### src/design/mcs_ram.sv
// Generic single-write, single-read synchronous RAM with registered read data.
`default_nettype none

module mcs_ram #(
    parameter int  WIDTH = 96,
    parameter int  DEPTH = 16,
    localparam int AW    = (DEPTH > 1) ? $clog2(DEPTH) : 1
) (
    input  wire logic             i_clk,
    input  wire logic             i_we,
    input  wire logic [AW-1:0]    i_waddr,
    input  wire logic [WIDTH-1:0] i_wdata,
    input  wire logic             i_re,
    input  wire logic [AW-1:0]    i_raddr,
    output logic      [WIDTH-1:0] o_rdata
);

    logic [WIDTH-1:0] mem [DEPTH];

    always_ff @(posedge i_clk) begin
        if (i_we) begin
            mem[i_waddr] <= i_wdata;
        end
        if (i_re) begin
            o_rdata <= mem[i_raddr];
        end
    end

endmodule

`default_nettype wire

### config.mk
export PLATFORM = sky130hd
export DESIGN_NAME = mcs_ram
export DESIGN_NICKNAME = d
export VERILOG_FILES = /design/src/design/mcs_ram.sv
export SDC_FILE = /design/constraint.sdc
export NUM_CORES = 1
export LEC_CHECK = 0
export BUFFER_PORTS_ARGS = -buffer_cell sky130_fd_sc_hd__buf_4
export CAP_MARGIN = 20
export CORE_AREA = 2 2 392 394
export DETAILED_ROUTE_END_ITERATION = 8
export DIE_AREA = 0 0 394 396
export PLACE_DENSITY = 0.67
export SLEW_MARGIN = 20
export SYNTH_ARGS = -nofsm -noshare
export SYNTH_HDL_FRONTEND = slang
export SYNTH_SLANG_ARGS = --single-unit
### constraint.sdc
create_clock -name i_clk -period 11.54 [get_ports i_clk]
set_clock_uncertainty 0.15 [all_clocks]
set_input_delay 1.731 -clock i_clk [delete_from_list [all_inputs] [get_ports i_clk]]
set_output_delay 1.731 -clock i_clk [all_outputs]
set_load 0.005 [all_outputs]
# Yosys cells after proc, flatten, opt, wreduce, memory -nomap -nowiden
# Memories as Yosys holds them, arrays and structs flattened. A register that Yosys moved wholly into a read port is not among the register bits.
# Index checks and enable logic that the tools add are counted.
totals:
  mem_bits_rw: 1536
  ff_bits: 0
  input_bits: 107
  elab_cells: 3
  mem_count: 1
  out_inout_bits: 96
mem_list:
  columns: ["name", "words", "word_bits", "read_ports", "rd_clocked_by_memory_dff", "wr", "line", "rtl"]
  rows:
  - ["mem", 16, 96, 1, 1, 1, "18", "logic [WIDTH-1:0] mem [DEPTH];"]
classes:
  muxes: 2
ops:
  columns: ["operator", "count"]
  rows:
  - ["2-to-1 mux 1 bit", 2]

# Depth between registers and ports, before layout
logic_depth:
  depth_word: 2
  ltp_mapped: 6
  ltp_nobuf: 3

# Worst setup path after synthesis
# OpenSTA, ideal clock, no wires.
synth_timing:
  path_kind: "input to register"
  start: "in i_waddr[2]"
  end: "mem mem[0][0], enable pin"
  setup_time_ps: 670
  t_arrival_ps: 8739
  setup_slack_ps: 1981
  cell_stages: 2
  t_required_ps: 10720
  n_path_buf: 0
  path_cell_list: "or3b_2 -> nor3_1"
synth_lines:
  columns: ["element", "line", "rtl"]
  rows:
  - ["start: declaration", "11", "input wire logic [AW-1:0] i_waddr,"]
  - ["end: declaration", "18", null]
# No word-level cell before the write port.

# Worst setup path after layout
layout_timing:
  start: "in i_we"
  end: "mem mem[15][24], enable pin"
layout_between:
  elab_chain_cells: 2
layout_lines:
  columns: ["element", "line", "rtl"]
  rows:
  - ["start: declaration", "10", "input wire logic i_we,"]
  - ["2-to-1 mux 1 bit", "21", "if (i_we) begin"]
  - ["2-to-1 mux 1 bit (not written as such)", "22", "mem[i_waddr] <= i_wdata;"]
# Every way passes these cells.

==> impl_metrics.csv <==
group,metric,value,unit
run_status,status,"complete, no violations",
floorplan,core-area,152000,um2
clocking,clock_sinks,1632,
timing,hold_violations,0,
timing,rsz0062_at_grt,"no",
logic_synthesis,netlist_top_cells_count,"edfxtp_1, mux4_2, a22oi_1",
layout,fillCellCount,12300,
global_route,grt_pass1_wl,196000,um
logic_synthesis,synthFlopType,"edfxtp_1",
clocking,root_buffer,"clkbuf_16",
worst_setup_path,cpMostUsedCell,"buf_4",
clocking,numCtsBuffers,152,
worst_setup_path,crit_fanout,46,
floorplan,ios,203,
logic_synthesis,synth_area_leaders,"edfxtp_1, mux4_2, a22oi_1",
clocking,cts_hold_buf,0,
global_route,track_usage,17.3,%
timing,layout_min_cycle_time,4.70,ns
floorplan,die_y,396,um
layout,multi_input_area,10700,um2
clocking,cts_buffer_depth,3,
layout,layout-area-overhead-vs-synth,14.4,%
routing,ant_nets,0,
timing,max_freq,213,MHz
logic_synthesis,netlist.top_cell.by_area,"edfxtp_1",
worst_setup_path,critPathArrivalTime,4.92,ns
worst_setup_path,critical-path-max-stage-delay,1.04,ns
clocking,cts_setup_buffers,0,
clocking,path_clk_slew,0.06,ns
pwr,cellPowerDensity,175,nW/um2
logic_synthesis,synth_top_area_share,81.2,%
logic_synthesis,synth_most_common_cell,"edfxtp_1",
logic_synthesis,yosysSeqAreaShare,81.2,%
routing,via_per_inst,5.51,
timing,slew_viol_final,0,
worst_setup_path,path_cells,"buf_4 > nand3_1 > nor2_4 > buf_4 > buf_4",
clocking,cts_max_level,4,
floorplan,die_w,394,um
worst_setup_path,crit_family,"buffers and inverters",
timing,worstMarginPinSlew,1.12,ns
clocking,ctsResizeCount,0,
timing,finalCritPeriodShare,40.7,%
pwr,power,0.0121,W
worst_hold_path,hold_class,"register to register",
logic_synthesis,yosys_warnings,0,
layout,design_area,69000,um2
logic_synthesis,syn_inst,2460,
global_route,antenna_found_initial,17,
placement,portBuffers,202,
placement,hpwl,68300,um
floorplan,initial_core_util,39.8,%
timing,setup_violations,0,
routing,drtIter0Drc,2780,
clocking,cts_tree,"built",
logic_synthesis,syn_area,60300,um2
timing,worst_slack,6.84,ns
placement,place_area,64300,um2
routing,avgRoutedWirePerCell,27.8,um
logic_synthesis,ys_ff_latch,1632,
pwr,leakagePower,21.7,nW
global_route,grt_start_max_net_pins,153,
routing,drc,0,
global_route,grt-ovfl-total,0,
worst_setup_path,endpoint_kind,"register",
floorplan,row_count,143,
global_route,first_global_vias,27900,
run,drv_cap,0,
worst_setup_path,cp-start-kind,"input port",
worst_setup_path,crit_required,11.76,ns
worst_setup_path,crit_slowest_cell,"nor2_4",
clocking,clock_latency,0.76,ns
logic_synthesis,synth_nets,2567,
layout,drive_above_1_share,30.3,%
worst_setup_path,crit_buf_inv,3,
logic_synthesis,async_reset_ff_share,0,%
floorplan,die-area,156000,um2
pwr,peakVddDrop,0.127,mV
logic_synthesis,yosysUniqueCellTypes,17,
placement,place_ws,6.05,ns
routing,first_pass_iters,5,
placement,place.gp.congestion,0.703,
routing,routed-via-count,27000,
routing,routed_wl,136000,um
layout,final_nets,2851,
logic_synthesis,synth_edf_count,1632,
logic_synthesis,syn_avg_cell_area,24.5,um2
timing,tns,0,ns
worst_setup_path,criticalPathCategory,"input port to register",
timing,slew_headroom,25.1,%
layout,regArea,49000,um2
## flip-flops by register name (all words and copies together) (netlist names)
| register | cells |
|---|---|
| mem | 1536 |
| o_rdata | 96 |
## worst paths after layout
kind	from	to	slack [ns]	depth (start not counted)
worst max register to register	mem[11][93]$_DFFE_PP_	o_rdata[93]$_DFFE_PP_	9.82	3
worst min register to register	mem[14][23]$_DFFE_PP_	o_rdata[23]$_DFFE_PP_	0.59	3
worst min-delay path	mem[14][23]$_DFFE_PP_	o_rdata[23]$_DFFE_PP_	0.59	3
worst max-delay path	i_we	mem[15][24]$_DFFE_PP_	6.84	5
## placed cells by master, fill, tap and decap left out
cell type,synthesis,layout
nand3_1,1,1
or3b_2,1,1
clkinv_8,0,3
nand3b_1,2,2
bufinv_16,0,8
nand2b_1,2,2
a22oi_1,192,192
clkinv_4,0,1
buf_12,0,2
clkbuf_1,46,34
clkinv_2,0,27
nor3_2,0,4
clkinvlp_4,0,3
buf_6,21,1
nor2_4,0,13
edfxtp_1,1632,1632
buf_8,0,2
nand2_1,97,97
diode_2,0,3
and2_4,0,1
inv_6,0,6
clkbuf_16,0,158
buf_4,19,254
clkinv_1,0,38
mux4_2,384,384
nor2b_4,0,2
## stage by stage
step | instances | util [%] | hold WS, ns
CTS | 4898 | 45.5 | 0.594
floorplan | 2460 | - | 0.560
finish | 4901 | 45.5 | 0.590
global route | 4900 | 45.5 | 0.617
global placement | 4620 | 42.4 | 0.571
detailed placement | 4620 | 42.4 | 0.578
## routing by layer
| layer | vias up | part of all wire, % | GRT usage [%] |
|---|---|---|---|
| li1 | 11200 | - | - |
| met1 | 14500 | 41 | 23.4 |
| met2 | 1058 | 49 | 28.4 |
| met3 | 203 | 7.1 | 3.66 |
| met4 | 20 | 2.2 | 5.12 |
| met5 | - | 0.088 | 0 |
## cells by family (layout without fill, tap and decap cells)
group	Yosys count	in the layout	synth area share, %
flip-flops	1632	1632	81.2
AO/OA/AOI/OAI	192	192	2.39
AND/OR/NAND/NOR	123	123	0.817
buffers and inverters	129	537	1.21
multiplexers	384	384	14.3
other	0	3	0
## worst min-delay path, cell delays in order, from the launching register on
cell and delay, ns:
edfxtp_1 0.31, mux4_2 0.22, a22oi_1 0.06, nand2_1 0.05
## where the power goes
group / switching (W) / internal, W / leakage [nW]
sequential: 0.0000452 / 0.00668 / 14.8
combinational: 0.000331 / 0.000244 / 4.56
clock: 0.00210 / 0.00269 / 2.32
total: 0.00248 / 0.00961 / 21.7
## cell type report
| class | instances | area share [%] |
|---|---|---|
| repair buffers | 259 | 2.88 |
| clock inverters | 86 | 0.943 |
| multi-input cells | 699 | 15.5 |
| clock buffers | 192 | 5.92 |
| well taps | 2030 | 3.68 |
| flip-flops and latches | 1632 | 71.0 |
| diodes | 3 | 0.0109 |
Power figures use the tool's default switching activity.
