[config.mk]
export PLATFORM = sky130hd
export DESIGN_NAME = mcs_stage
export DESIGN_NICKNAME = d
export VERILOG_FILES = /design/src/design/mcs_pkg.sv /design/src/design/mcs_stage.sv
export SDC_FILE = /design/constraint.sdc
export NUM_CORES = 1
export LEC_CHECK = 0
export ABC_AREA = 1
export ABC_CLOCK_PERIOD_IN_PS = 9220
export BUFFER_PORTS_ARGS = -buffer_cell sky130_fd_sc_hd__buf_4
export CAP_MARGIN = 15
export CELL_PAD_IN_SITES_DETAIL_PLACEMENT = 0
export CELL_PAD_IN_SITES_GLOBAL_PLACEMENT = 1
export CORE_MARGIN = 1
export CORE_UTILIZATION = 30
export DETAILED_ROUTE_END_ITERATION = 6
export GPL_TIMING_DRIVEN = 0
export PLACE_DENSITY = 0.57
export SETUP_SLACK_MARGIN = 0.3
export SYNTH_ARGS = -nofsm -noshare
export SYNTH_HDL_FRONTEND = slang
export SYNTH_SLANG_ARGS = --single-unit
[constraint.sdc]
create_clock -name i_clk -period 9.22 [get_ports i_clk]
set_input_delay 0.461 -clock i_clk [delete_from_list [all_inputs] [get_ports i_clk]]
set_output_delay 0.461 -clock i_clk [all_outputs]
set_load 0.01 [all_outputs]
[src/design/mcs_pkg.sv]
// Shared types, codes and constants of the cascaded smoother.
`default_nettype none

package mcs_pkg;

    // Fixed field widths
    localparam int ALPHA_W    = 17;
    localparam int FRAC_W     = 16;
    localparam int STAGE_CN_W = 3;
    localparam int ACTIVE_W   = 5;
    localparam int THRESH_W   = 23;
    localparam int ACTION_W   = 2;
    localparam int CHANNEL_W  = 4;
    localparam int CFG_IDX_W  = 3;
    localparam int CFG_DATA_W = 32;

    localparam logic [ALPHA_W-1:0] ALPHA_ONE = 17'd65536;

    // Register reset values
    localparam logic [ALPHA_W-1:0]    ALPHA_RST     = 17'd4096;
    localparam logic [STAGE_CN_W-1:0] STAGE_CN_RST  = 3'd1;
    localparam logic                  ENABLED_RST   = 1'b1;
    localparam logic [ACTIVE_W-1:0]   ACTIVE_RST    = 5'd16;
    localparam logic [THRESH_W-1:0]   THRESHOLD_RST = 23'd256;

    // Item actions
    typedef logic [ACTION_W-1:0] t_action;
    localparam t_action ACT_PROCESS     = 2'd0;
    localparam t_action ACT_RESET_ZERO  = 2'd1;
    localparam t_action ACT_RESET_VALUE = 2'd2;

    // Configuration register indexes
    typedef logic [CFG_IDX_W-1:0] t_cfg_idx;
    localparam t_cfg_idx CFG_ALPHA       = 3'd0;
    localparam t_cfg_idx CFG_STAGE_COUNT = 3'd1;
    localparam t_cfg_idx CFG_ENABLED     = 3'd2;
    localparam t_cfg_idx CFG_ACTIVE      = 3'd3;
    localparam t_cfg_idx CFG_THRESHOLD   = 3'd4;

    typedef struct packed {
        logic [ALPHA_W-1:0]    alpha;
        logic [STAGE_CN_W-1:0] stage_count;
        logic                  enabled;
        logic [ACTIVE_W-1:0]   active_channels;
        logic [THRESH_W-1:0]   settle_threshold;
    } t_cfg;

    typedef enum logic [4:0] {
        S_IDLE = 5'b00001,
        S_READ = 5'b00010,
        S_MUL  = 5'b00100,
        S_ACC  = 5'b01000,
        S_DONE = 5'b10000
    } t_state;

endpackage

`default_nettype wire

[src/design/mcs_stage.sv]
// One-pole stage datapath: registered alpha*(x - y), then round-half-up and add.
`default_nettype none

module mcs_stage import mcs_pkg::*; #(
    parameter int SAMPLE_WIDTH = 24
) (
    input  wire logic                           i_clk,
    input  wire logic                           i_load,
    input  wire logic signed [SAMPLE_WIDTH-1:0] i_x,
    input  wire logic signed [SAMPLE_WIDTH-1:0] i_y,
    input  wire logic        [ALPHA_W-1:0]      i_alpha,
    output logic signed      [SAMPLE_WIDTH-1:0] o_y_new
);

    localparam int DIFF_W = SAMPLE_WIDTH + 1;
    localparam int PROD_W = DIFF_W + ALPHA_W + 1;
    localparam logic signed [PROD_W-1:0] HALF_LSB = PROD_W'(32768);

    logic signed [DIFF_W-1:0]       w_diff;
    logic signed [ALPHA_W:0]        w_alpha_s;
    logic signed [PROD_W-1:0]       r_prod;
    logic signed [PROD_W-1:0]       w_rounded;
    logic signed [SAMPLE_WIDTH-1:0] r_y;

    assign w_diff    = {i_x[SAMPLE_WIDTH-1], i_x} - {i_y[SAMPLE_WIDTH-1], i_y};
    assign w_alpha_s = {1'b0, i_alpha};

    always_ff @(posedge i_clk) begin
        if (i_load) begin
            r_prod <= PROD_W'(w_alpha_s) * PROD_W'(w_diff);
            r_y    <= i_y;
        end
    end

    // floor((p + half) / 2^16); only the low sample bits survive the add
    assign w_rounded = r_prod + HALF_LSB;
    assign o_y_new   = r_y + w_rounded[FRAC_W +: SAMPLE_WIDTH];

endmodule

`default_nettype wire

# Word-level counts from Yosys, hierarchy flattened
# Index checks and enable logic that the tools add are counted.
[word_totals]
romBits = 0
n_memories = 0
ram_bits = 0
out_inout_bits = 24
word_cells = 6
inputBits = 67
regBits = 64
latchBits = 0
[classes]
div = 0
eq_ne = 0
n_mul = 1
order_cmp = 0
reduce_logical = 0
addsub = 3
shifts = 0
bitwise = 0
muxes = 0
[ops]
columns = ["op", "count"]
rows = [
  ["$add 40x17->40 const B", 1],
  ["$mul 18x25->40", 1],
  ["$sub 24x24->25", 1],
  ["$add 24x24->24", 1],
]

# Longest topological paths before layout
# Gate-level depths: netlist of the first run.
[depth]
word_depth = 2
depth_mapped = 40
depth_no_buf = 39

# Worst setup path before layout of the first run
# OpenSTA, ideal clock, no wires.
[synth_timing]
path_kind = "input to register"
from = "input port i_x[0]"
to = "register r_prod[34] (data pin)"
required_time_ps = 8968
setup_time_ps = 252
path_stages = 34
setup_slack_ps = 2311
t_arrival_ps = 6657
n_path_buf = 1
path_cell_list = "inv_1 ha_1 fa_1 inv_1 nand2_1 nand2_1 nand2_1 o21bai_2 a21oi_2 o21ai_2 nand2_1 nand2_1 nand2_1 nand2_4 buf_6 nor2_1 fa_1 inv_1 fa_1 fa_1 inv_1 fa_1 fa_1 inv_1 fa_1 inv_1 ha_1 a21o_1 a31oi_1 o21ai_0 a221oi_1 nand2_1 nand2_1 nand2_1"
[synth_via]
elab_chain_len = 2
[synth_rtl]
columns = ["item", "line_no", "text"]
rows = [
  ["from (decl)", "mcs_stage.sv:9", "input wire logic signed [SAMPLE_WIDTH-1:0] i_x,"],
  ["$sub 24x24->25", "mcs_stage.sv:25", "assign w_diff = {i_x[SAMPLE_WIDTH-1], i_x} - {i_y[SAMPLE_WIDTH-1], i_y};"],
  ["$mul 18x25->40", "mcs_stage.sv:30", "r_prod <= PROD_W'(w_alpha_s) * PROD_W'(w_diff);"],
  ["to (signal assigned)", "mcs_stage.sv:30", ""],
  ["to (decl)", "mcs_stage.sv:21", "logic signed [PROD_W-1:0] r_prod;"],
]
# No other way between the ends.
# A chain may end at the register's enable or synchronous reset.

# Worst setup path after layout of the first run
[layout_timing]
from = "input port i_y[6]"
to = "register r_prod[39] (data pin)"
[layout_via]
elab_chain_len = 2
[layout_rtl]
columns = ["item", "line_no", "text"]
rows = [
  ["from (decl)", "mcs_stage.sv:10", "input wire logic signed [SAMPLE_WIDTH-1:0] i_y,"],
  ["$sub 24x24->25", "mcs_stage.sv:25", ""],
  ["$mul 18x25->40", "mcs_stage.sv:30", ""],
]
# No other way between the ends.

==> results of run 1 <==
synth_stat cells (9+ instances only):
cell type    n
nor3_1      16
nand4_1     10
or2_2       19
a31oi_1      9
nor2_1     302
fa_1       396
ha_1       142
xnor2_1     24
a21oi_1     73
edfxtp_1    49
clkbuf_1    47
o21ai_0     43
nand3_1     88
nand2_1    433
a21o_1      11
inv_1      630
o21bai_1    10
xor2_1      56
metal layers:
metal	vias to the layer above	part of all wire, %	wire length [um]
met2	331	48	31200
met5	-	0	0
met4	0	1.9	1220
met3	54	3.8	2500
li1	7347	-	-
met1	7746	46	30100
cell type report:
| class | instances | area, um2 | share of cell area [%] |
|---|---|---|---|
| buffer | 58 | 256 | 1.21 |
| clock buffer | 5 | 125 | 0.592 |
| clock inverter | 3 | 68.8 | 0.326 |
| inverter | 639 | 2400 | 11.4 |
| multi-input combinational | 1685 | 15100 | 71.6 |
| sequential | 49 | 1470 | 6.97 |
| tap | 846 | 1060 | 5.01 |
| timing repair buffer | 83 | 623 | 2.95 |
kinds of logic after synthesis:
group	Yosys count	share of synthesized area, %
xor+xnor	82	3.87
compound gates	172	5.22
buf+inv	697	13.8
simple gates	893	19.1
flops	49	7.65
fa+ha+maj	538	50.4
registers in the layout (all words and copies together), names as in the netlist:
name	count
r_prod	25
r_y	24
critical path: cells and delay by family:
family	cells	cell delay, ps
buffers and inverters	6	880
AOI/OAI and AO/OA	6	1380
adders and majority gates	8	3780
and+or+nand+nor	10	1960
per-stage QoR:
stage	worst slack, ps	utilization, %	hold slack, ps	instance area [um2]
floorplan	2310	-	560	19200
global route	307	33.4	343	21100
detailed placement	310	33.1	653	20900
global placement	208	33.1	655	20900
CTS	621	33.4	340	21100
finish	790	33.4	353	21100
worst max path at each step:
| stage | depth (start not counted) | to | slack (ps) | startpoint |
|---|---|---|---|---|
| after floorplan | 34 | r_prod[34] | 2310 | i_x[0] |
| after global placement | 30 | r_prod[39] | 210 | i_x[7] |
| after detailed placement | 35 | r_prod[34] | 310 | i_y[7] |
| after CTS | 30 | r_prod[39] | 620 | i_y[7] |
| after global routing | 34 | r_prod[33] | 310 | i_x[4] |
| final | 30 | r_prod[39] | 790 | i_y[6] |
what timing repair did:
item                                   CTS  global route
setup endpoints to repair                0             2
resized for setup                        0             4
endpoints found under the hold margin    0             0
==> qor.csv, run 1 <==
stage;metric;value;unit
run_status;status;complete, no violations;
grt;largest net degree at the start of global routing;50;
grt;GRT met2 Usage;35.7;%
finish;fin nets;3126;
logic_synthesis;Yosys warnings;0;
place;detailed placement HPWL;58.1;mm
routing;DR pass1 iterations;7;
place;placed insts;3360;
routing;DR iter-0 viols;819;
logic_synthesis;flops & latches, synth;49;
grt;GR peak layer;met2;
routing;Vias per Instance;4.60;
clock_tree;clock tree buffer depth;2;
routing;WL final;65.1;mm
grt;GR Layer Usage met3;1.38;%
sta;Tmin final;8430;ps
sta;final worst-path cycle share;91.4;%
sta;Final setup viols;0;
floorplan;Die Ht;255;um
finish;Ant. Diodes;0;
worst_hold_path;worst hold path endpoint;r_y[21];
logic_synthesis;Yosys top cell by area;fa_1;
logic_synthesis;Post-Syn Area;19200;um2
critical_path;Setup crit start kind;input port;
clock_tree;CTS clock-pin slew for the worst setup and hold paths;70;ps
finish;commonest non-fill, non-tap cell in the layout;inv_1;
routing;# DRC;0;
critical_path;worst path arrival time;8490;ps
grt;GRT Resource Usage Total;20.6;%
logic_synthesis;Avg Inst Size Synth;7.92;um2
clock_tree;Root Buffer;clkbuf_16;
logic_synthesis;Synth Instances;2431;
logic_synthesis;top_reg_cell synth;edfxtp_1;
sta;Slew HR;19.7;%
clock_tree;Clock Sinks;49;
run;max cap viols;0;
clock_tree;Post-CTS Setup Bufs;0;
sta;unrepaired setup endpoints after global routing;false;
critical_path;endpoint class of the critical path;register;
critical_path;Crit path largest cell delay;620;ps
routing;via count;15500;
floorplan;initial core utilization;30.5;%
clock_tree;CTS tree;built;
worst_hold_path;hold_sp;i_y[21];
place;gpl congestion;0.894;
sta;Final Hold Fails;0;
grt;gr ovfl total;0;
logic_synthesis;sequential share of the synthesized area;7.65;%
sta;fmax;119;MHz
clock_tree;htree depth;2;
logic_synthesis;Post-synth EDFFs;49;
floorplan;DIE WIDTH;255;um
logic_synthesis;synth top area cells;fa_1 41%, inv_1 12%, ha_1 9.2%, nand2_1 8.4%, edfxtp_1 7.6%;
critical_path;cell mode on critical path;fa_1;
critical_path;crit path max fanout;10;
logic_synthesis;Synth cell types;49;
grt;first-pass GRT wire length;99.7;mm
floorplan;FP Rows;92;
sta;Worst-Margin Slew;1200;ps
worst_hold_path;hold crit path type;in -> reg;
floorplan;I/O pin count;91;
floorplan;Core ar.;63200;um2
routing;ANT nets after route;0;
finish;fin cells;3368;
critical_path;Worst EP required;9280;ps
worst_hold_path;hold depth;1;
logic_synthesis;ys async rst share;0;%
grt;met1 Use GR;28.3;%
finish;layout cells sized above 1;5.91;%
sta;final slew viol count;0;
logic_synthesis;syn_nets;3036;
routing;WL/cell;19.3;um
finish;commonest non-fill, non-tap cells in the layout;630 x inv_1, 433 x nand2_1, 396 x fa_1;
clock_tree;CTS Buf Count;5;
critical_path;Setup CP Type;in -> reg;
finish;Fillers;6794;
floorplan;Die ar.;65200;um2
place;port bufs;82;
critical_path;slowest cell on the critical path;clkbuf_1;
logic_synthesis;post-synth top area share;41.2;%
sta;setup TNS;0;ps
clock_tree;cts-stage hold buffer count;0;
grt;initial antenna violation count;0;
finish;P&R area growth vs syn;9.76;%
grt;via count of the first global-routing pass;16600;
Power of run 1 is not shown: default switching activity piles up to over one toggle a cycle in this logic, so the estimate is an artifact.
==> run 2: changes to the inputs <==
Settings changed: ABC_CLOCK_PERIOD_IN_PS 9220 to 9150.
Clock period 9.22 ns to 9.15 ns, I/O delays scaled along.
==> run 2 against run 1 <==
  * Via count is essentially flat
  * Cell count is essentially flat
  * Die area did not move
==> qor.csv, run 2 (synthesis results as in run 1) <==
stage;metric;value;unit;change
finish;layout cells sized above 1;5.95;%;+0.040 points
grt;GRT met2 Usage;35.7;%;unchanged
routing;Vias per Instance;4.59;;about the same
floorplan;Core ar.;63200;um2;unchanged
worst_hold_path;worst hold path endpoint;r_y[21];;
finish;Largest register FFs;25;;unchanged
finish;Top reg by flops;r_prod;;
worst_hold_path;hold crit path type;in -> reg;;
routing;ANT nets after route;0;;unchanged
critical_path;slowest cell on the critical path;clkbuf_1;;
grt;via count of the first global-routing pass;16600;;unchanged
finish;P&R area growth vs syn;9.84;%;about the same
sta;Worst-Margin Slew;1190;ps;-5.28 ps
critical_path;Setup crit start kind;input port;;
place;gpl congestion;0.894;;unchanged
clock_tree;CTS clock-pin slew for the worst setup and hold paths;70;ps;about the same
floorplan;initial core utilization;30.5;%;unchanged
critical_path;Worst EP required;9210;ps;-70 ps
critical_path;buffers plus inverters on the worst setup path;6;;unchanged
finish;commonest non-fill, non-tap cell in the layout;inv_1;;
routing;# DRC;0;;unchanged
clock_tree;Clock Sinks;49;;unchanged
sta;final worst-path cycle share;92.1;%;
sta;Slew HR;20.0;%;+0.35 points
grt;met1 Use GR;28.3;%;unchanged
grt;GR peak layer;met2;;
critical_path;CP delay by family, top;adder cells;;
routing;via count;15500;;-0.065%
floorplan;Die Ht;255;um;unchanged
critical_path;cell mode on critical path;fa_1;;
grt;gr ovfl total;0;;unchanged
floorplan;DIE WIDTH;255;um;unchanged
routing;WL/cell;19.3;um;about the same
finish;commonest non-fill, non-tap cells in the layout;630 x inv_1, 433 x nand2_1, 396 x fa_1;;
run;max cap viols;0;;unchanged
floorplan;FP Rows;92;;unchanged
sta;unrepaired setup endpoints after global routing;false;;
sta;final slew viol count;0;;unchanged
finish;fin nets;3126;;unchanged
floorplan;Die ar.;65200;um2;unchanged
clock_tree;clock tree buffer depth;2;;unchanged
grt;GRT Resource Usage Total;20.6;%;unchanged
sta;Final Hold Fails;0;;unchanged
critical_path;Setup CP Type;in -> reg;;
grt;largest net degree at the start of global routing;50;;unchanged
sta;fmax;119;MHz;
worst_hold_path;hold depth;1;;unchanged
clock_tree;htree depth;2;;unchanged
run_status;status;complete, no violations;;
critical_path;endpoint class of the critical path;register;;
sta;setup TNS;0;ps;unchanged
place;port bufs;82;;unchanged
critical_path;crit path max fanout;10;;unchanged
clock_tree;CTS tree;built;;
finish;Top Registers;r_prod: 25 flops, r_y: 24 flops;;
critical_path;Crit path largest cell delay;620;ps;about the same
routing;DR pass1 iterations;5;;-2
clock_tree;Root Buffer;clkbuf_16;;
place;detailed placement HPWL;58.1;mm;unchanged
grt;first-pass GRT wire length;99.7;mm;unchanged
sta;Final setup viols;0;;unchanged
routing;DR iter-0 viols;781;;-4.6%
sta;Tmin final;8430;ps;
grt;initial antenna violation count;0;;unchanged
grt;GR Layer Usage met3;1.38;%;unchanged
worst_hold_path;hold_sp;i_y[21];;
critical_path;worst path arrival time;8480;ps;about the same
floorplan;I/O pin count;91;;unchanged
routing;WL final;65.1;mm;about the same
clock_tree;CTS Buf Count;5;;unchanged
==> run 2: layout make-up <==
type                            count  area (um2)
Buffer                             58         258
Clock inverter                      3        68.8
Inverter                          639        2400
Multi-Input combinational cell   1685       15100
Antenna cell                        1        2.50
Tap cell                          846        1060
Clock buffer                        5         125
Fill cell                        6796       42100
Timing Repair Buffer               83         623
Sequential cell                    49        1470
==> run 2: repair_timing <==
item                       in CTS  in global routing
setup endpoints to repair       0                  4
buffers inserted                0                  0
hold buffers                    0                  0
resized for setup               0                  7
==> run 2: metrics by stage <==
step / hold slack, ps / setup slack (ps) / util, % / cells / instance area, um2
5_1_grt: 340 / 326 / 33.4 / 3368 / 21100
6_report: 350 / 722 / 33.4 / 3369 / 21100
3_5_place_dp: 650 / 244 / 33.1 / 3360 / 20900
2_1_floorplan: 556 / 2240 / - / 2431 / 19200
4_1_cts: 337 / 555 / 33.4 / 3368 / 21100
3_3_place_gp: 652 / 141 / 33.1 / 3359 / 20900
==> run 2: routing by layer <==
layer	share of wire (%)	vias to the layer above	wire [um]
met5	0	-	0
met4	1.9	0	1240
met3	4.1	57	2670
met2	48	342	31200
met1	46	7720	29900
li1	-	7349	-
==> run 2: worst max-delay path by stage <==
| stage | from | endpoint | slack, ps | cells past startpoint |
|---|---|---|---|---|
| floorplan | i_x[0] | r_prod[34] | 2240 | 34 |
| global placement | i_x[7] | r_prod[39] | 140 | 30 |
| detailed placement | i_y[7] | r_prod[34] | 240 | 35 |
| CTS | i_y[7] | r_prod[39] | 550 | 30 |
| global route | i_y[4] | r_prod[26] | 330 | 31 |
| finish | i_y[6] | r_prod[39] | 720 | 30 |
Power of run 2 is left out for the same reason.
